$ cat src/hsts_pkg.sv
// Shared types, constants and helpers for the heat stencil time step core.
`timescale 1ns / 1ps
`default_nettype none
package hsts_pkg;

  // Sample format: signed Q8.24
  localparam int VALUE_W = 32;
  // Coefficient format: unsigned Q0.16
  localparam int COEF_W  = 16;
  localparam int STEPS_W = 4;
  // Laplacian right - 2*mid + left, with three guard bits
  localparam int LAP_W   = VALUE_W + 3;
  // Signed coefficient (one zero bit) times laplacian
  localparam int PROD_W  = COEF_W + 1 + LAP_W;
  // Step after the Q0.16 scale-down
  localparam int DELTA_W = PROD_W - COEF_W;
  // mid + delta before saturation
  localparam int SUM_W   = DELTA_W + 1;

  localparam logic [COEF_W-1:0]  COEF_RESET  = COEF_W'(16384);
  localparam logic [STEPS_W-1:0] STEPS_RESET = STEPS_W'(8);
  localparam logic [PROD_W-1:0]  ROUND_BIAS  = PROD_W'(32768);

  localparam logic signed [VALUE_W-1:0] VALUE_MAX = {1'b0, {(VALUE_W-1){1'b1}}};
  localparam logic signed [VALUE_W-1:0] VALUE_MIN = {1'b1, {(VALUE_W-1){1'b0}}};

  // Register map, one 32-bit word each
  typedef enum logic [1:0] {
    REG_COEFFICIENT    = 2'd0,
    REG_ACTIVE_STEPS   = 2'd1,
    REG_LEFT_BOUNDARY  = 2'd2,
    REG_RIGHT_BOUNDARY = 2'd3
  } reg_idx_t;

  // Window state of one cell
  typedef enum logic [3:0] {
    ST_EMPTY = 4'b0001,
    ST_FIRST = 4'b0010,
    ST_FULL  = 4'b0100,
    ST_FLUSH = 4'b1000
  } win_state_t;

  // Stencil request from window to update stage
  typedef struct packed {
    logic signed [LAP_W-1:0]   lap;
    logic signed [VALUE_W-1:0] mid;
    logic                      last;
  } req_t;

  // Build a request from a three-point window
  function automatic req_t make_req(input logic signed [VALUE_W-1:0] left,
                                    input logic signed [VALUE_W-1:0] mid,
                                    input logic signed [VALUE_W-1:0] right,
                                    input logic last);
    req_t r;
    r.lap  = LAP_W'(left) + LAP_W'(right) - (LAP_W'(mid) <<< 1);
    r.mid  = mid;
    r.last = last;
    return r;
  endfunction

endpackage
`default_nettype wire

$ cat src/hsts_window.sv
// Three-point window of one cell: holds the point waiting for its right neighbor.
`timescale 1ns / 1ps
`default_nettype none
module hsts_window (
  input  logic                                clk,
  input  logic                                rst_n,
  input  logic                                in_valid,
  input  logic signed [hsts_pkg::VALUE_W-1:0] in_sample,
  input  logic                                in_end,
  output logic                                in_stall,
  input  logic signed [hsts_pkg::VALUE_W-1:0] left_bnd,
  input  logic signed [hsts_pkg::VALUE_W-1:0] right_bnd,
  output logic                                req_valid,
  output hsts_pkg::req_t                      req,
  input  logic                                req_ready
);
  import hsts_pkg::*;

  win_state_t                state_r, state_nxt;
  logic signed [VALUE_W-1:0] older_r, older_nxt;
  logic signed [VALUE_W-1:0] newer_r, newer_nxt;
  logic                      req_valid_r, req_valid_nxt;
  req_t                      req_r, req_nxt;
  logic                      ready;
  logic                      accept;
  logic                      emit;

  // Request register may load when empty or draining
  assign ready    = !req_valid_r || req_ready;
  assign in_stall = (state_r == ST_FLUSH) || !ready;
  assign accept   = in_valid && !in_stall;

  // Advance the window and pick the stencil to issue
  always_comb begin
    state_nxt = state_r;
    older_nxt = older_r;
    newer_nxt = newer_r;
    req_nxt   = req_r;
    emit      = 1'b0;
    unique case (state_r)
      ST_EMPTY: begin
        if (accept) begin
          if (in_end) begin
            // single point row sees both boundaries
            emit    = 1'b1;
            req_nxt = make_req(left_bnd, in_sample, right_bnd, 1'b1);
          end else begin
            newer_nxt = in_sample;
            state_nxt = ST_FIRST;
          end
        end
      end
      ST_FIRST, ST_FULL: begin
        if (accept) begin
          emit      = 1'b1;
          req_nxt   = make_req((state_r == ST_FULL) ? older_r : left_bnd,
                               newer_r, in_sample, 1'b0);
          older_nxt = newer_r;
          newer_nxt = in_sample;
          state_nxt = in_end ? ST_FLUSH : ST_FULL;
        end
      end
      ST_FLUSH: begin
        // last point of the row against the right boundary
        if (ready) begin
          emit      = 1'b1;
          req_nxt   = make_req(older_r, newer_r, right_bnd, 1'b1);
          state_nxt = ST_EMPTY;
        end
      end
      default: begin
        state_nxt = ST_EMPTY;
      end
    endcase
  end

  // Hold the request until taken
  always_comb begin
    if (emit) begin
      req_valid_nxt = 1'b1;
    end else if (req_ready) begin
      req_valid_nxt = 1'b0;
    end else begin
      req_valid_nxt = req_valid_r;
    end
  end

  always_ff @(posedge clk) begin
    if (!rst_n) begin
      state_r     <= ST_EMPTY;
      req_valid_r <= 1'b0;
      older_r     <= '0;
      newer_r     <= '0;
    end else begin
      state_r     <= state_nxt;
      req_valid_r <= req_valid_nxt;
      older_r     <= older_nxt;
      newer_r     <= newer_nxt;
    end
  end

  always_ff @(posedge clk) begin
    req_r <= req_nxt;
  end

  assign req_valid = req_valid_r;
  assign req       = req_r;

endmodule
`default_nettype wire

$ cat src/hsts_update.sv
// Two-stage update of one cell: scale the laplacian, then round, add and saturate.
`timescale 1ns / 1ps
`default_nettype none
module hsts_update (
  input  logic                                clk,
  input  logic                                rst_n,
  input  logic                                req_valid,
  input  hsts_pkg::req_t                      req,
  output logic                                req_ready,
  input  logic [hsts_pkg::COEF_W-1:0]         coef,
  output logic                                out_valid,
  output logic signed [hsts_pkg::VALUE_W-1:0] out_value,
  output logic                                out_end,
  input  logic                                out_stall
);
  import hsts_pkg::*;

  logic                      prod_valid_r;
  logic signed [PROD_W-1:0]  prod_r, prod_nxt;
  logic signed [VALUE_W-1:0] prod_mid_r;
  logic                      prod_end_r;
  logic                      res_valid_r;
  logic signed [VALUE_W-1:0] res_value_r, res_value_nxt;
  logic                      res_end_r;
  logic                      res_ready;
  logic                      prod_ready;
  logic signed [PROD_W-1:0]  biased;
  logic signed [DELTA_W-1:0] delta;
  logic signed [SUM_W-1:0]   sum;

  assign res_ready  = !res_valid_r || !out_stall;
  assign prod_ready = !prod_valid_r || res_ready;
  assign req_ready  = prod_ready;

  // Scale the laplacian by r
  assign prod_nxt = PROD_W'($signed({1'b0, coef})) * PROD_W'(req.lap);

  // Round half up to Q8.24, add, saturate on overflow
  assign biased = prod_r + $signed(ROUND_BIAS);
  assign delta  = biased[PROD_W-1:COEF_W];
  assign sum    = SUM_W'(prod_mid_r) + SUM_W'(delta);

  always_comb begin
    if (sum[SUM_W-1:VALUE_W-1] == {(SUM_W-VALUE_W+1){1'b0}} ||
        sum[SUM_W-1:VALUE_W-1] == {(SUM_W-VALUE_W+1){1'b1}}) begin
      res_value_nxt = sum[VALUE_W-1:0];
    end else if (sum[SUM_W-1]) begin
      res_value_nxt = VALUE_MIN;
    end else begin
      res_value_nxt = VALUE_MAX;
    end
  end

  always_ff @(posedge clk) begin
    if (!rst_n) begin
      prod_valid_r <= 1'b0;
      res_valid_r  <= 1'b0;
    end else begin
      if (prod_ready) begin
        prod_valid_r <= req_valid;
      end
      if (res_ready) begin
        res_valid_r <= prod_valid_r;
      end
    end
  end

  always_ff @(posedge clk) begin
    if (prod_ready && req_valid) begin
      prod_r     <= prod_nxt;
      prod_mid_r <= req.mid;
      prod_end_r <= req.last;
    end
    if (res_ready && prod_valid_r) begin
      res_value_r <= res_value_nxt;
      res_end_r   <= prod_end_r;
    end
  end

  assign out_valid = res_valid_r;
  assign out_value = res_value_r;
  assign out_end   = res_end_r;

endmodule
`default_nettype wire

$ cat src/hsts_cell.sv
// One time-step cell: window followed by the update pipeline.
`timescale 1ns / 1ps
`default_nettype none
module hsts_cell (
  input  logic                                clk,
  input  logic                                rst_n,
  input  logic                                in_valid,
  input  logic signed [hsts_pkg::VALUE_W-1:0] in_sample,
  input  logic                                in_end,
  output logic                                in_stall,
  input  logic [hsts_pkg::COEF_W-1:0]         coef,
  input  logic signed [hsts_pkg::VALUE_W-1:0] left_bnd,
  input  logic signed [hsts_pkg::VALUE_W-1:0] right_bnd,
  output logic                                out_valid,
  output logic signed [hsts_pkg::VALUE_W-1:0] out_value,
  output logic                                out_end,
  input  logic                                out_stall
);
  import hsts_pkg::*;

  logic req_valid;
  req_t req;
  logic req_ready;

  hsts_window u_window (
    .clk       (clk),
    .rst_n     (rst_n),
    .in_valid  (in_valid),
    .in_sample (in_sample),
    .in_end    (in_end),
    .in_stall  (in_stall),
    .left_bnd  (left_bnd),
    .right_bnd (right_bnd),
    .req_valid (req_valid),
    .req       (req),
    .req_ready (req_ready)
  );

  hsts_update u_update (
    .clk       (clk),
    .rst_n     (rst_n),
    .req_valid (req_valid),
    .req       (req),
    .req_ready (req_ready),
    .coef      (coef),
    .out_valid (out_valid),
    .out_value (out_value),
    .out_end   (out_end),
    .out_stall (out_stall)
  );

endmodule
`default_nettype wire

$ cat config.mk
export PLATFORM = sky130hd
export DESIGN_NAME = hsts_cell
export DESIGN_NICKNAME = d
export VERILOG_FILES = /design/src/hsts_pkg.sv /design/src/hsts_window.sv /design/src/hsts_update.sv /design/src/hsts_cell.sv
export SDC_FILE = /design/constraint.sdc
export NUM_CORES = 2
export LEC_CHECK = 0
export ABC_AREA = 1
export BUFFER_PORTS_ARGS = -buffer_cell sky130_fd_sc_hd__buf_4
export CAP_MARGIN = 20
export CORE_ASPECT_RATIO = 0.5
export CORE_MARGIN = 5
export CORE_UTILIZATION = 35
export CTS_CLUSTER_DIAMETER = 30
export DETAILED_ROUTE_END_ITERATION = 6
export GPL_TIMING_DRIVEN = 0
export PLACE_DENSITY = 0.61
export SETUP_SLACK_MARGIN = 0.02
export SLEW_MARGIN = 20
export SYNTH_ARGS = -nofsm -noshare
export SYNTH_HDL_FRONTEND = slang
export SYNTH_HIERARCHICAL = 1
export SYNTH_SLANG_ARGS = --single-unit
$ cat constraint.sdc
create_clock -name clk -period 9.65 [get_ports clk]
set_input_delay 2.895 -clock clk [delete_from_list [all_inputs] [get_ports clk]]
set_output_delay 2.895 -clock clk [all_outputs]
set_load 0.01 [all_outputs]
==> run metrics <==
DRT Pass-1 Iters 5; Post-Synth Adder-Cell Area a little under two fifths; Netlist Area Pre-Place roughly 42000 sq um; grt ovf 0; # rows roughly 90; compound-cell area share of the yosys netlist roughly 8.6%; met2 global-route usage ~40%; Sink Count roughly 240; fmax between 100 and 150 MHz; Synth Instances 5645; worst-margin pin slew just over 1000 ps; Buffers & Inverters on Critical Path 8; average wire per standard cell ~20 um; Routed WL 152 mm; GRT met1 Usage approximately a third; Startpoint Class input pin; Min Clock Period, post-route 9520 ps; met3 usage 4.10%; Unique masters post-synth 56; Max Clock Skew roughly 40 ps; die area 127000 sq um; cell area after placement ~45000 sq um; WHS Path Cells 0; RSZ-0062 raised after global routing false; Slew HR ~31%; CP Depth 24; first-pass GRT wire length 230 mm; Nets about 6800; Antenna Nets Post-Route 0; Layout area overhead 11.7%; top_reg_cell synth edfxtp_1; Max FO, Critical Path 10; average cell area after synthesis 7.39 sq um; initial antenna violation count 8; Initial Util a little over a third; clk buf depth 3; Worst Path Arrival between 9000 and 10000 ps; Synth Area in XOR/XNOR 2.43%; Via density 4.99; hold_buf cts 0; Hold Path Class reg -> reg; slowest stage delay, CP 570 ps; Remaining DRCs 0; die width ~500 um; overall routing resource usage 24.0%; Yosys warnings 6; vias in the first global route approximately 37000; 1st-iter DRT viols 3497; largest net degree at the start of global routing 62; status complete, no violations; mux contribution to synthesized area less than 1%; Final Hold Violating Endpoints 0; EDFF count, synth between 150 and 200; Worst-path clk slew approximately 50 ps; sequential-to-total area share from yosys stat 15.6%; Critical Path RT between 9000 and 10000 ps; chip height 254 um; GP Congestion around 1; Mapped Nets 6645; Critical Path, Cell by Cell clkdlybuf4s15_1, clkbuf_2, nand2_1, inv_1, fa_1, inv_1, fa_1, fa_1, inv_1, fa_1, fa_1, inv_1, fa_1, inv_1, ha_1, nand2_1, nor2_1, inv_1, o21ai_0, a31oi_1, nand2_1, nand2_1, o21ai_0, xor2_1; post-cts sizing count 3; post-CTS setup buffers 0; gr busiest metal met2; CP top delay family adder cells; fraction of layout cells with a size suffix above 1 under 10%; Root Buffer clkbuf_16; # IOs 152; Filler cells 12400; Max-Cap Viols 0; core area 118000 sq um; largest family of logic cells by synthesized area adder cells; final setup fails 0; HPWL Detailed approximately 130 mm; flops & latches, synth ~240; input/output buffers around 140; Worst setup EP type register; Worst-Skew Late Latency 590 ps; Synth Area in Simple Gates between 20% and 30%; CTS Buf Count 48; htree depth 2; Post-synth ARST share 0%; CTS tree done; final slew viol count 0; Vias 37300; period utilisation layout 98.6%; WS Path Type in -> reg; R2R cell count 22; Design Area, Final ~47000 sq um; Crit-path slowest cell fa_1
-- synth_stat cells (3+ instances only) --
cell type / n / area share (%)
buf_6: 5 / 0.13
nand2_2: 9 / 0.13
clkbuf_1: 154 / 1.4
inv_2: 3 / 0.027
buf_2: 12 / 0.14
nand4_1: 30 / 0.45
nor3_1: 38 / 0.46
nor4_1: 13 / 0.19
a21oi_1: 300 / 3.6
buf_4: 9 / 0.16
inv_1: 1424 / 13
nor2_2: 10 / 0.15
dfxtp_1: 71 / 3.4
xnor2_1: 44 / 0.92
a31oi_1: 24 / 0.36
ha_1: 257 / 7.7
and2_1: 4 / 0.060
or2_2: 16 / 0.24
nor2_1: 322 / 2.9
nor3_2: 4 / 0.096
nand3b_1: 17 / 0.31
fa_1: 626 / 30
nand3_2: 5 / 0.12
and3_1: 4 / 0.060
o21a_1: 9 / 0.16
o21bai_1: 27 / 0.49
a211oi_1: 3 / 0.054
a31o_2: 3 / 0.063
xor2_1: 72 / 1.5
o21ai_1: 22 / 0.26
a21o_1: 23 / 0.41
nor2_4: 4 / 0.11
edfxtp_1: 170 / 12
nand3_1: 213 / 2.6
o21ai_0: 239 / 2.9
o211ai_1: 9 / 0.16
nand2_1: 1425 / 13
-- worst paths after layout --
kind	startpoint	to	slack, ps
max	coef[7]	u_update/prod_r[44]$_DFFE_PP_	130
min	u_window/req[13]$_DFFE_PP_	u_update/prod_mid_r[12]$_DFFE_PP_	420
max reg2reg	u_window/req[42]$_DFFE_PP_	u_update/prod_r[44]$_DFFE_PP_	1920
min reg2reg	u_window/req[13]$_DFFE_PP_	u_update/prod_mid_r[12]$_DFFE_PP_	420
-- placed cells by master, fill, tap and decap left out, types with 9 or more instances in the layout --
cell type,Yosys,final
clkbuf_2,1,21
o21ai_0,239,238
o21bai_1,27,27
nand3b_1,17,17
fa_1,626,626
nand4_1,30,30
nor4_1,13,13
clkbuf_1,154,133
ha_1,257,257
a21oi_1,300,299
nand3_1,213,213
nand2_2,9,9
buf_2,12,13
nor2_1,322,321
o21ai_1,22,23
o211ai_1,9,9
nand2_1,1425,1425
o21a_1,9,9
xnor2_1,44,44
a31oi_1,24,24
a21o_1,23,23
buf_4,9,152
clkbuf_16,0,49
edfxtp_1,170,170
or2_2,16,16
nor2_2,10,10
xor2_1,72,72
nor3_1,38,38
dfxtp_1,71,71
inv_1,1424,1423
-- per-layer routing --
| metal | part of all wire, % | vias to the layer above |
|---|---|---|
| met4 | 4.6 | 4 |
| met5 | 0.020 | - |
| li1 | - | 17400 |
| met1 | 43 | 18100 |
| met3 | 8.2 | 296 |
| met2 | 45 | 1485 |
-- final cells by class --
cell class	instances	area, sq um	area share, %
Multi-Input combinational cell	3791	29100	62.4
Sequential cell	241	6530	14.0
Inverter	1430	5380	11.5
Tap cell	1592	1990	4.27
Clock buffer	51	1230	2.65
Timing Repair Buffer	145	1120	2.41
Buffer	183	813	1.74
Clock inverter	39	477	1.02
Antenna cell	1	2.50	0.00537
-- flip-flops by register name (all words and copies together) (netlist names) --
register and cells:
u_update/prod_mid_r 32, u_update/prod_r 37, u_window/newer_r 32, u_update/prod_valid_r 1, u_window/older_r 32, u_update/out_end 1
u_update/out_value 32, u_window/req_valid 1, u_window/req 67, u_update/prod_end_r 1, u_update/out_valid 1, u_window/state_r 4
-- kinds of logic (layout without fill, tap and decap cells) --
group	after synthesis	in the layout
AND/OR/NAND/NOR	2121	2121
AO/OA/AOI/OAI	670	670
buffers and inverters	1613	1848
adder cells (fa/ha/maj)	883	883
other	0	1
multiplexers	1	1
flip-flops	241	241
XOR/XNOR	116	116
-- metrics by stage --
step | worst slack (ps) | instances | setup TNS, ps | util, % | hold slack, ps
3_3_place_gp | -878 | 7372 | -12800 | 37.9 | 403
5_1_grt | 70.5 | 7472 | 0 | 39.5 | 425
4_1_cts | 26.6 | 7472 | 0 | 39.4 | 417
6_report | 134 | 7473 | 0 | 39.5 | 415
3_5_place_dp | -761 | 7382 | -11060 | 38.0 | 405
2_1_floorplan | 1250 | 5645 | 0 | - | 400
Power is left out: the tool's default activity adds up to more than one toggle a clock period on the data nets, which glitch-free logic cannot reach.
